--- src/hdl/sql_comment_literal_stripper_top_defines.svh ---
// ----------------------------------------------------------------------------
// SQL comment and literal stripper: assertion macros
// Concurrent assertion wrappers shared by the modules of the stripper.
// ----------------------------------------------------------------------------
`ifndef SQL_COMMENT_LITERAL_STRIPPER_TOP_DEFINES_SVH
`define SQL_COMMENT_LITERAL_STRIPPER_TOP_DEFINES_SVH

`ifndef ASSERT_OFF
`define SCLS_ASSERT_IMP(lbl, clk, rstn, ante, cons) \
	lbl: assert property (@(posedge clk) disable iff (!rstn) (ante) |-> (cons)) \
		else $error("assertion failed (same cycle)");
`define SCLS_ASSERT_NXT(lbl, clk, rstn, ante, cons) \
	lbl: assert property (@(posedge clk) disable iff (!rstn) (ante) |=> (cons)) \
		else $error("assertion failed (next cycle)");
`else
`define SCLS_ASSERT_IMP(lbl, clk, rstn, ante, cons)
`define SCLS_ASSERT_NXT(lbl, clk, rstn, ante, cons)
`endif

`endif

--- src/hdl/scls_pkg.sv ---
// ----------------------------------------------------------------------------
// SQL comment and literal stripper: package
// Character codes, lexer state types and the result item format.
// ----------------------------------------------------------------------------
package scls_pkg;

	localparam logic [7:0] CH_DASH   = 8'h2D;
	localparam logic [7:0] CH_SLASH  = 8'h2F;
	localparam logic [7:0] CH_STAR   = 8'h2A;
	localparam logic [7:0] CH_SQUOTE = 8'h27;
	localparam logic [7:0] CH_DQUOTE = 8'h22;
	localparam logic [7:0] CH_NL     = 8'h0A;
	localparam logic [7:0] CH_SPACE  = 8'h20;

	localparam int MAX_RES     = 3;
	localparam int QUEUE_DEPTH = 8;

	typedef enum logic [2:0] {
		MODE_TEXT  = 3'd0,
		MODE_LINE  = 3'd1,
		MODE_BLOCK = 3'd2,
		MODE_STR   = 3'd3,
		MODE_ID    = 3'd4
	} mode_t;

	typedef enum logic [1:0] {
		HELD_NONE  = 2'd0,
		HELD_DASH  = 2'd1,
		HELD_SLASH = 2'd2,
		HELD_STAR  = 2'd3
	} held_t;

	typedef struct packed {
		logic [7:0] data;
		logic       carries;
		logic       eot;
		logic       last;
	} res_t;

	typedef struct packed {
		logic [1:0]          n;
		res_t [MAX_RES-1:0]  lanes;
	} push_t;

endpackage

--- src/hdl/scls_lexer.sv ---
// ----------------------------------------------------------------------------
// SQL comment and literal stripper: lexer
// Input register, lexer state and the results of one item, packed in order.
// ----------------------------------------------------------------------------
`include "sql_comment_literal_stripper_top_defines.svh"

module scls_lexer (
	input  logic           clk,
	input  logic           arst_n,
	input  logic           in_valid,
	output logic           in_stall,
	input  logic [7:0]     text_byte,
	input  logic           final_byte,
	input  logic           space,
	output scls_pkg::push_t push
);
	import scls_pkg::*;

	logic       v_s1;
	logic [7:0] byte_s1;
	logic       final_s1;
	mode_t      mode_q;
	held_t      held_q;

	logic       proc;
	mode_t      mode_n;
	held_t      held_n;
	logic       rel_v;
	logic       cur_v;
	logic       end_v;
	logic       used;
	logic [7:0] rel_b;
	logic [7:0] cur_b;
	logic [1:0] n;
	res_t       r_rel;
	res_t       r_cur;
	res_t       r_end;
	res_t [MAX_RES-1:0] lanes;

	assign proc     = v_s1 && space;
	assign in_stall = v_s1 && !space;

	always_ff @(posedge clk or negedge arst_n) begin
		if (!arst_n) begin
			v_s1 <= 1'b0;
		end else if (!in_stall) begin
			v_s1 <= in_valid;
		end
	end

	always_ff @(posedge clk) begin
		if (in_valid && !in_stall) begin
			byte_s1  <= text_byte;
			final_s1 <= final_byte;
		end
	end

	always_comb begin
		mode_n = mode_q;
		held_n = HELD_NONE;
		rel_v  = 1'b0;
		cur_v  = 1'b0;
		used   = 1'b0;
		rel_b  = CH_DASH;
		cur_b  = byte_s1;
		if (held_q == HELD_DASH && mode_q == MODE_TEXT) begin
			if (byte_s1 == CH_DASH) begin
				mode_n = MODE_LINE;
				used   = 1'b1;
			end else begin
				rel_v = 1'b1;
			end
		end else if (held_q == HELD_SLASH && mode_q == MODE_TEXT) begin
			if (byte_s1 == CH_STAR) begin
				mode_n = MODE_BLOCK;
				used   = 1'b1;
			end else begin
				rel_v = 1'b1;
				rel_b = CH_SLASH;
			end
		end else if (held_q == HELD_STAR && mode_q == MODE_BLOCK) begin
			if (byte_s1 == CH_SLASH) begin
				mode_n = MODE_TEXT;
				used   = 1'b1;
			end
		end
		if (!used) begin
			case (mode_q)
				MODE_LINE: begin
					if (byte_s1 == CH_NL) begin
						mode_n = MODE_TEXT;
						cur_v  = 1'b1;
					end
				end
				MODE_BLOCK: begin
					if (byte_s1 == CH_STAR && !final_s1) begin
						held_n = HELD_STAR;
					end
				end
				MODE_STR: begin
					cur_v = 1'b1;
					cur_b = CH_SPACE;
					if (byte_s1 == CH_SQUOTE) begin
						mode_n = MODE_TEXT;
					end
				end
				MODE_ID: begin
					cur_v = 1'b1;
					if (byte_s1 == CH_DQUOTE) begin
						mode_n = MODE_TEXT;
					end
				end
				default: begin
					mode_n = MODE_TEXT;
					if ((byte_s1 == CH_DASH || byte_s1 == CH_SLASH) && !final_s1) begin
						held_n = (byte_s1 == CH_DASH) ? HELD_DASH : HELD_SLASH;
					end else if (byte_s1 == CH_SQUOTE) begin
						mode_n = MODE_STR;
						cur_v  = 1'b1;
						cur_b  = CH_SPACE;
					end else begin
						if (byte_s1 == CH_DQUOTE) begin
							mode_n = MODE_ID;
						end
						cur_v = 1'b1;
					end
				end
			endcase
		end
		end_v = final_s1;
		if (final_s1) begin
			mode_n = MODE_TEXT;
			held_n = HELD_NONE;
		end
	end

	always_comb begin
		n = 2'(rel_v) + 2'(cur_v) + 2'(end_v);
		r_rel = '{data: rel_b, carries: 1'b1, eot: 1'b0, last: 1'b0};
		r_cur = '{data: cur_b, carries: 1'b1, eot: 1'b0, last: 1'b0};
		r_end = '{data: 8'd0, carries: 1'b0, eot: 1'b1, last: 1'b0};
		lanes[0] = rel_v ? r_rel : (cur_v ? r_cur : r_end);
		lanes[1] = (rel_v && cur_v) ? r_cur : r_end;
		lanes[2] = r_end;
		for (int i = 0; i < MAX_RES; i++) begin
			lanes[i].last = (n == 2'(i + 1));
		end
		push.n     = proc ? n : 2'd0;
		push.lanes = lanes;
	end

	always_ff @(posedge clk or negedge arst_n) begin
		if (!arst_n) begin
			mode_q <= MODE_TEXT;
			held_q <= HELD_NONE;
		end else if (proc) begin
			mode_q <= mode_n;
			held_q <= held_n;
		end
	end

	`SCLS_ASSERT_IMP(a_held_pair, clk, arst_n,
		held_q == HELD_DASH || held_q == HELD_SLASH, mode_q == MODE_TEXT)
	`SCLS_ASSERT_IMP(a_held_star, clk, arst_n, held_q == HELD_STAR, mode_q == MODE_BLOCK)
	`SCLS_ASSERT_NXT(a_final_reset, clk, arst_n, proc && final_s1,
		mode_q == MODE_TEXT && held_q == HELD_NONE)

endmodule

--- src/hdl/scls_outq.sv ---
// ----------------------------------------------------------------------------
// SQL comment and literal stripper: result queue
// Small register queue that takes up to three result items per cycle and
// presents one item per cycle on the output channel while it is not stalled.
// ----------------------------------------------------------------------------
`include "sql_comment_literal_stripper_top_defines.svh"

module scls_outq #(
	parameter int DEPTH = scls_pkg::QUEUE_DEPTH
) (
	input  logic            clk,
	input  logic            arst_n,
	input  scls_pkg::push_t push,
	output logic            space,
	output logic            out_valid,
	input  logic            out_stall,
	output logic [7:0]      out_byte,
	output logic            carries_byte,
	output logic            end_of_text,
	output logic            run_last
);
	import scls_pkg::*;

	localparam int PTR_W = $clog2(DEPTH);
	localparam int CNT_W = $clog2(DEPTH + 1);

	res_t             mem_q [DEPTH];
	logic [PTR_W-1:0] wr_ptr_q;
	logic [PTR_W-1:0] rd_ptr_q;
	logic [CNT_W-1:0] count_q;
	logic             pop;
	res_t             head;

	assign space     = (count_q <= CNT_W'(DEPTH - MAX_RES));
	assign out_valid = (count_q != '0);
	assign pop       = out_valid && !out_stall;
	assign head      = mem_q[rd_ptr_q];

	assign out_byte     = head.data;
	assign carries_byte = head.carries;
	assign end_of_text  = head.eot;
	assign run_last     = head.last;

	always_ff @(posedge clk) begin
		for (int i = 0; i < MAX_RES; i++) begin
			if (push.n > 2'(i)) begin
				mem_q[wr_ptr_q + PTR_W'(i)] <= push.lanes[i];
			end
		end
	end

	always_ff @(posedge clk or negedge arst_n) begin
		if (!arst_n) begin
			wr_ptr_q <= '0;
			rd_ptr_q <= '0;
			count_q  <= '0;
		end else begin
			wr_ptr_q <= wr_ptr_q + PTR_W'(push.n);
			if (pop) begin
				rd_ptr_q <= rd_ptr_q + PTR_W'(1);
			end
			count_q <= count_q + CNT_W'(push.n) - CNT_W'(pop);
		end
	end

	`SCLS_ASSERT_IMP(a_count_bound, clk, arst_n, 1'b1, count_q <= CNT_W'(DEPTH))
	`SCLS_ASSERT_IMP(a_no_overflow, clk, arst_n, push.n != 2'd0,
		count_q <= CNT_W'(DEPTH - MAX_RES))
	`SCLS_ASSERT_NXT(a_pop_only, clk, arst_n, pop && push.n == 2'd0,
		count_q == $past(count_q) - CNT_W'(1))

endmodule

--- src/hdl/sql_comment_literal_stripper_top.sv ---
// ----------------------------------------------------------------------------
// SQL comment and literal stripper: top level
// Removes SQL comments and blanks string literals, one text byte per item.
// ----------------------------------------------------------------------------
// The input channel takes one byte of query text per item, with final_byte
// set on the last byte of a query. The output channel gives the cleaned text
// as result items; after the final byte an end marker item follows, and
// run_last marks the last result item that an input item causes.
// Both channels use valid and stall, and an item moves when valid is high and
// stall is low.
// An input item is registered on acceptance and lexed once the result queue
// has room; its results are written into that small queue. One input item can
// be accepted every cycle while the queue has room; each gives zero to three
// result items, and the output drains one item per cycle unless stalled.
// The input stalls only while the result queue lacks room for three items,
// which can happen when results arrive faster than the output drains them.
// Reset clears the queue and returns the lexer to plain text with no byte
// held back.
// The queue depth must be a power of two and at least four.

module sql_comment_literal_stripper_top #(
	parameter int QUEUE_DEPTH = scls_pkg::QUEUE_DEPTH
) (
	input  logic       clk,
	input  logic       arst_n,
	input  logic       in_valid,
	output logic       in_stall,
	input  logic [7:0] text_byte,
	input  logic       final_byte,
	output logic       out_valid,
	input  logic       out_stall,
	output logic [7:0] out_byte,
	output logic       carries_byte,
	output logic       end_of_text,
	output logic       run_last
);
	import scls_pkg::*;

	push_t push;
	logic  space;

	scls_lexer u_lexer (
		.clk        (clk),
		.arst_n     (arst_n),
		.in_valid   (in_valid),
		.in_stall   (in_stall),
		.text_byte  (text_byte),
		.final_byte (final_byte),
		.space      (space),
		.push       (push)
	);

	scls_outq #(
		.DEPTH (QUEUE_DEPTH)
	) u_outq (
		.clk          (clk),
		.arst_n       (arst_n),
		.push         (push),
		.space        (space),
		.out_valid    (out_valid),
		.out_stall    (out_stall),
		.out_byte     (out_byte),
		.carries_byte (carries_byte),
		.end_of_text  (end_of_text),
		.run_last     (run_last)
	);

endmodule
--- config.mk ---
export PLATFORM = sky130hd
export DESIGN_NAME = sql_comment_literal_stripper_top
export DESIGN_NICKNAME = d
export VERILOG_FILES = /design/src/hdl/scls_pkg.sv /design/src/hdl/scls_lexer.sv /design/src/hdl/scls_outq.sv /design/src/hdl/sql_comment_literal_stripper_top.sv
export VERILOG_INCLUDE_DIRS = /design/src /design/src/hdl
export SDC_FILE = /design/constraint.sdc
export NUM_CORES = 1
export LEC_CHECK = 0
export BUFFER_PORTS_ARGS = -buffer_cell sky130_fd_sc_hd__buf_2
export CELL_PAD_IN_SITES_DETAIL_PLACEMENT = 2
export CELL_PAD_IN_SITES_GLOBAL_PLACEMENT = 2
export CORE_UTILIZATION = 35
export CTS_CLUSTER_SIZE = 12
export DETAILED_ROUTE_END_ITERATION = 10
export MAX_ROUTING_LAYER = met4
export PLACE_DENSITY = 0.75
export SLEW_MARGIN = 10
export SYNTH_ARGS = -nofsm -noshare
export SYNTH_HDL_FRONTEND = slang
export SYNTH_SLANG_ARGS = --single-unit
--- constraint.sdc ---
create_clock -name clk -period 5.6 [get_ports clk]
set_clock_uncertainty 0.2 [all_clocks]
set_input_delay 0.56 -clock clk [delete_from_list [all_inputs] [get_ports clk]]
set_output_delay 0.56 -clock clk [all_outputs]
set_load 0.02 [all_outputs]
==> metrics.yaml, run 1 <==
status: "complete, no violations"
dp_hpwl_mm: 19.2
post_drt_wl_per_cell_um: 27.2
antenna_found_initial: 2
io_pins: 26
wl_met1_mm: 11.0
worst_slack_ns: 0.451
drcViolationCount: 0
fp.dieH_um: 136
ys_ff_latch: 113
drt_wl_total_mm: 25.7
cts_tree: "yes"
hold_viol: 0
numCtsBuffers: 17
synth-edff-count: 17
powerDensity_nw_per_um2: 703
syn_nets: 711
antenna_left: 0
max_slew.worst_pin.slew_ns: 1.01
synth_area_leaders: "dfxtp_1 25%, edfxtp_1 8.1%, mux4_2 7.9%"
io_buffer_count: 25
grt_start_max_net_pins: 25
clockRootBuffer: "clkbuf_16"
ys.flop_type: "dfxtp_1"
grt_pass1_vias: 6385
fp-row-count: 48
synth_cell_types: 75
path_delay_family: "simple AND/OR/NAND/NOR gates"
wl_met3_mm: 1.10
cp_max_fo: 13
yosysTopAreaCell: "dfxtp_1"
tns_ns: 0
critical_path_buf_inv_count: 1
grt-ovfl-total: 0
htree_levels: 4
maxCapViolCount: 0
mappedNetlistArea_um2: 6310
synth_top_area_share_pct: 25.4
ys_top_cells_by_count: "86 x nand2_1, 80 x dfxtp_1, 60 x o21ai_0"
min_period_ns: 5.15
synthArstFlopShare_pct: 14.2
die_w_um: 136
drive_above_1_share_pct: 18.7
met2_wirelength_mm: 13.0
hold_slack_ns: 0.109
criticalPathCategory: "reg -> reg"
synth_most_common_cell: "nand2_1"
clk_pin_slew_ns: 0.05
path_cells: "or3b_1 -> or3_1 -> o32ai_4 -> nor3_2 -> inv_1 -> fa_1 -> nand2_1 -> nand4_1 -> nor2_1 -> nor3_1 -> a22oi_1 -> o21ai_0"
leakagePower_uw: 0.00292
area.growth.synth_to_final_pct: 15.7
end_kind: "register"
yosys_warnings: 0
maxClockFrequency_mhz: 194
worstPathArrival_ns: 5.29
clockBufferDepth: 2
grt.total_usage_pct: 30.5
avgSynthCellArea_um2: 9.21
ir_drop_mv: 0.365
cts-resized-gates: 0
via_per_inst: 6.25
max_stage_delay_ns: 0.82
maxSlewHeadroom_pct: 32.2
dieArea_um2: 18600
start_kind: "register"
grt_pass1_wl_mm: 39.8
post_synth_inst_count: 685
slowest_stage: "nor3_1"
clk_latency_ns: 0.43
cts.sinks: 113
core_um2: 17500
dr.first_iter.drc_count: 430
rsz0062_at_grt: "false"
dr.pass1.iters: 5
post-place-ws_ns: 0.516
holdCritPathClass: "in -> reg"
period_share_pct: 91.9
globalplace.congestion: 0.995
worstPathRequired_ns: 5.74
setup_viol: 0
nets: 728
dr.max_layer_used: "met4"
vias: 5883
start_util_pct: 36.1
drv_slew: 0
yosysSeqAreaShare_pct: 39.8
placed cells by master, fill, tap and decap left out, types with 4 or more instances in the layout:
master and instances:
a211oi_1 4, a21o_1 5, a21oi_1 34, a22oi_1 22
and2_1 6, and3_1 23, buf_2 25, buf_4 14
clkbuf_16 19, clkbuf_8 5, dfrtp_1 16, dfxtp_1 80
edfxtp_1 17, ha_1 10, inv_1 22, mux2_2 12
mux4_2 22, nand2_1 86, nand2b_1 6, nand3_1 20
nand3b_1 4, nand4_1 10, nor2_1 44, nor3_1 21
nor3_2 4, o211ai_1 8, o21a_1 5, o21ai_0 60
o221ai_1 4, o22ai_1 4, o31ai_1 4, or2_2 7
or3_1 10, xor2_1 4
metrics by stage:
step                area, µm²  power (µW)  std cells  util, %
detailed placement       6640        3920        907     38.0
global route             7300        5430        942     41.7
CTS                      7290        5130        940     41.7
floorplan                6310        3080        685        -
finish                   7300        5130        942     41.7
global placement         6640        3780        907     38.0
flip-flops by register name, indices dropped and copies added (netlist names):
signal and flops:
u_outq.mem_q 88, u_lexer.byte_s1 8, u_outq.count_q 4, u_lexer.mode_q 3, u_outq.rd_ptr_q 3, u_outq.wr_ptr_q 3
u_lexer.held_q 2, u_lexer.end_v 1, u_lexer.v_s1 1
what timing repair did:
| item | in CTS | in global routing |
|---|---|---|
| setup buffers | 0 | 0 |
| hold buffers | 1 | 0 |
| hold endpoints to repair | 16 | 0 |
power by group:
part / switching [µW] / internal (µW)
sequential: 354 / 1220
clock: 412 / 766
combinational: 1440 / 939
total: 2210 / 2930
kinds of logic (layout without fill, tap and decap cells):
kind of cell             Yosys count  in the layout  share of synthesized area (%)
flip-flops                       113            113                           39.8
XOR/XNOR                           7              7                          0.972
AO/OA/AOI/OAI                    187            187                           20.0
other                              0              2                              0
multiplexers                      34             34                           10.0
adder cells (fa/ha/maj)           13             13                           2.94
AND/OR/NAND/NOR                  267            267                           22.0
buffers and inverters             64             94                           4.23
worst register-to-register path: cells and delay by family (launching register included):
family          cells  cell delay, ns
flops               1            0.59
fa+ha+maj           1            0.77
buf+inv             1            0.15
compound gates      3            0.48
simple gates        7            2.87
worst paths after layout:
| check | end | cells after the start | slack [ns] | startpoint |
|---|---|---|---|---|
| min | u_lexer.end_v | 1 | 0.11 | final_byte |
| min reg2reg | u_outq.mem_q[2][8] | 2 | 0.28 | u_outq.mem_q[2][8] |
| max in group asynchronous | u_lexer.mode_q[2] | 2 | 4.52 | arst_n |
| max | u_outq.mem_q[7][10] | 12 | 0.45 | u_lexer.mode_q[2] |
| max reg2reg | u_outq.mem_q[7][10] | 12 | 0.45 | u_lexer.mode_q[2] |
| min in group asynchronous | u_outq.count_q[3] | 2 | 0.39 | arst_n |
cell type report:
class,instances,area [µm²]
multi-input combinational,508,3530
clock inverter,7,91.3
inverter,22,82.6
fill,1877,10200
timing repair buffer,40,240
tap,225,282
sequential,113,2510
clock buffer,25,548
antenna,2,5.00
per-layer routing:
layer	up-vias	GRT usage, %
li1	2593	-
met1	3062	37.2
met2	188	50.4
met3	40	4.92
met4	0	11.2
met5	-	-
Power figures use the tool's default switching activity.
==> run 2, diff against run 1 <==
--- a/config.mk
+++ b/config.mk
@@ -9,11 +9,11 @@
 export BUFFER_PORTS_ARGS = -buffer_cell sky130_fd_sc_hd__buf_2
 export CELL_PAD_IN_SITES_DETAIL_PLACEMENT = 2
 export CELL_PAD_IN_SITES_GLOBAL_PLACEMENT = 2
-export CORE_UTILIZATION = 35
+export CORE_UTILIZATION = 34
 export CTS_CLUSTER_SIZE = 12
 export DETAILED_ROUTE_END_ITERATION = 10
 export MAX_ROUTING_LAYER = met4
-export PLACE_DENSITY = 0.75
+export PLACE_DENSITY = 0.73
 export SLEW_MARGIN = 10
 export SYNTH_ARGS = -nofsm -noshare
 export SYNTH_HDL_FRONTEND = slang
==> metrics.yaml, run 2 (synthesis gave the netlist of run 1 again) <==
met2_usage_pct: 49.4
fin_area_um2: 7240
diodes: 0
numCtsBuffers: 17
io_buffer_count: 25
dieArea_um2: 19100
cp_common_cell: "nand2_1"
grt_use_met3_pct: 4.85
fp.dieH_um: 138
dr.first_iter.drc_count: 464
p_seq_share_pct: 31.1
end_kind: "register"
drcViolationCount: 2
worstRegToRegCells: 12
maxCapViolCount: 0
slowest_stage: "nor4b_1"
htree_levels: 4
setup_viol: 0
use_met1_pct: 33.6
tns_ns: 0
postCtsSetupRepairBufs: 0
post_drt_wl_per_cell_um: 27.1
fp-row-count: 49
grt_pass1_vias: 6407
grt_start_max_net_pins: 25
max_stage_delay_ns: 0.89
rsz0062_at_grt: "false"
period_share_pct: 91.7
hold_slack_ns: 0.113
r2r-end: "u_outq.mem_q[2][9]"
p_int_uw: 2810
p_switching_uw: 2190
hold_depth: 1
worstPathArrival_ns: 5.22
ir_drop_mv: 0.304
max_slew.worst_pin.slew_ns: 0.974
drt_wl_total_mm: 25.7
leakagePower_uw: 0.00290
holdCritPathClass: "in -> reg"
vias: 5820
clk_pin_slew_ns: 0.05
cts.sinks: 113
io_pins: 26
globalplace.congestion: 0.891
finish.utilization_pct: 40.0
maxSlewHeadroom_pct: 34.1
hold_viol: 0
top_usage_layer: "met2"
grt.total_usage_pct: 28.8
nFillCells: 1964
drv_slew: 0
start_kind: "register"
grt-ovfl-total: 0
die_w_um: 138
drive_above_1_share_pct: 18.5
area.growth.synth_to_final_pct: 14.7
nets: 732
path_delay_family: "simple AND/OR/NAND/NOR gates"
core_um2: 18100
r2r_slack_ns: 0.47
maxClockFrequency_mhz: 195
final_cell_mix: "86 x nand2_1, 80 x dfxtp_1, 60 x o21ai_0, 44 x nor2_1, 34 x a21oi_1"
pwr-share-clk_pct: 20.6
grt_pass1_wl_mm: 39.3
violations: "design-rule violations"
worstPathRequired_ns: 5.69
largest_reg_flops: 88
reg_top3: "u_outq.mem_q: 88 flops, u_lexer.byte_s1: 8 flops, u_outq.count_q: 4 flops"
dp_hpwl_mm: 19.5
top_register: "u_outq.mem_q"
cts_tree: "yes"
start_util_pct: 34.9
clockBufferDepth: 2
postPlaceCellArea_um2: 6680
dr.pass1.iters: 8
pwr-share-comb_pct: 48.3
via_per_inst: 6.14
min_period_ns: 5.13
powerDensity_nw_per_um2: 691
criticalPathCategory: "reg -> reg"
hp-start: "final_byte"
clockRootBuffer: "clkbuf_16"
switching_share_pct: 43.7
worst_slack_ns: 0.467
clk_latency_ns: 0.42
post-place-ws_ns: 0.482
cp_max_fo: 10
hold_end: "u_lexer.end_v"
path_cells: "nor4b_1 -> nand2_1 -> o32ai_4 -> nor3_2 -> inv_1 -> fa_1 -> nand2_1 -> nand4_1 -> or3_1 -> and2_1 -> a22oi_1 -> o21ai_0"
critical_path_buf_inv_count: 1
antenna_found_initial: 0
mostFrequentLayoutCell: "nand2_1"
antenna_left: 0
status: "finished, violations left"
rr_startpoint: "u_lexer.byte_s1[6]"
run 2: worst max path at each step:
stage | startpoint | endpoint | depth (start not counted)
2_1_floorplan | u_lexer.byte_s1[6] | u_outq.mem_q[2][10] | 16
3_3_place_gp | u_lexer.byte_s1[6] | u_outq.mem_q[2][4] | 12
3_5_place_dp | u_lexer.byte_s1[6] | u_outq.mem_q[2][10] | 12
4_1_cts | u_lexer.byte_s1[6] | u_outq.mem_q[2][10] | 12
5_1_grt | u_lexer.byte_s1[6] | u_outq.mem_q[2][9] | 12
6_report | u_lexer.byte_s1[6] | u_outq.mem_q[2][9] | 12
run 2: stage by stage:
step	total power, µW	std cells
floorplan	3080	685
global placement	3810	915
detailed placement	3960	915
CTS	5020	948
global route	5290	948
finish	5000	948
run 2: layer usage:
layer | up-vias | part of all wire [%]
met5 | - | 0
met4 | 0 | 3.5
met3 | 57 | 4.4
met2 | 192 | 51
met1 | 2967 | 41
li1 | 2604 | -
run 2: worst reg2reg max path: cells and delay by family (launching register included):
family / cells / cell delay (ns)
buffers and inverters: 1 / 0.14
adders and majority gates: 1 / 0.57
AOI/OAI and AO/OA: 3 / 0.62
DFF: 1 / 0.55
and+or+nand+nor: 7 / 2.93
run 2: repair_timing:
item	4_1_cts	5_1_grt
hold endpoints to repair	16	0
hold buffers	1	0
resized for setup	0	0
run 2: power groups by stage:
| stage | clock network [µW] | logic, µW | registers (µW) |
|---|---|---|---|
| floorplan | 0 | 1710 | 1370 |
| global placement | 0 | 2280 | 1540 |
| detailed placement | 0 | 2400 | 1570 |
| CTS | 1040 | 2430 | 1550 |
| global route | 1080 | 2610 | 1600 |
| finish | 1030 | 2410 | 1560 |
run 2: final cells by class:
cell class              instances  area [µm²]  share of cell area [%]
multi-input cells             508        3530                    48.9
well taps                     229         287                    3.96
clock inverters                 4        21.3                   0.294
repair buffers                 44         270                    3.74
flip-flops and latches        113        2510                    34.7
inverters                      22        82.6                    1.14
clock buffers                  28         528                    7.30
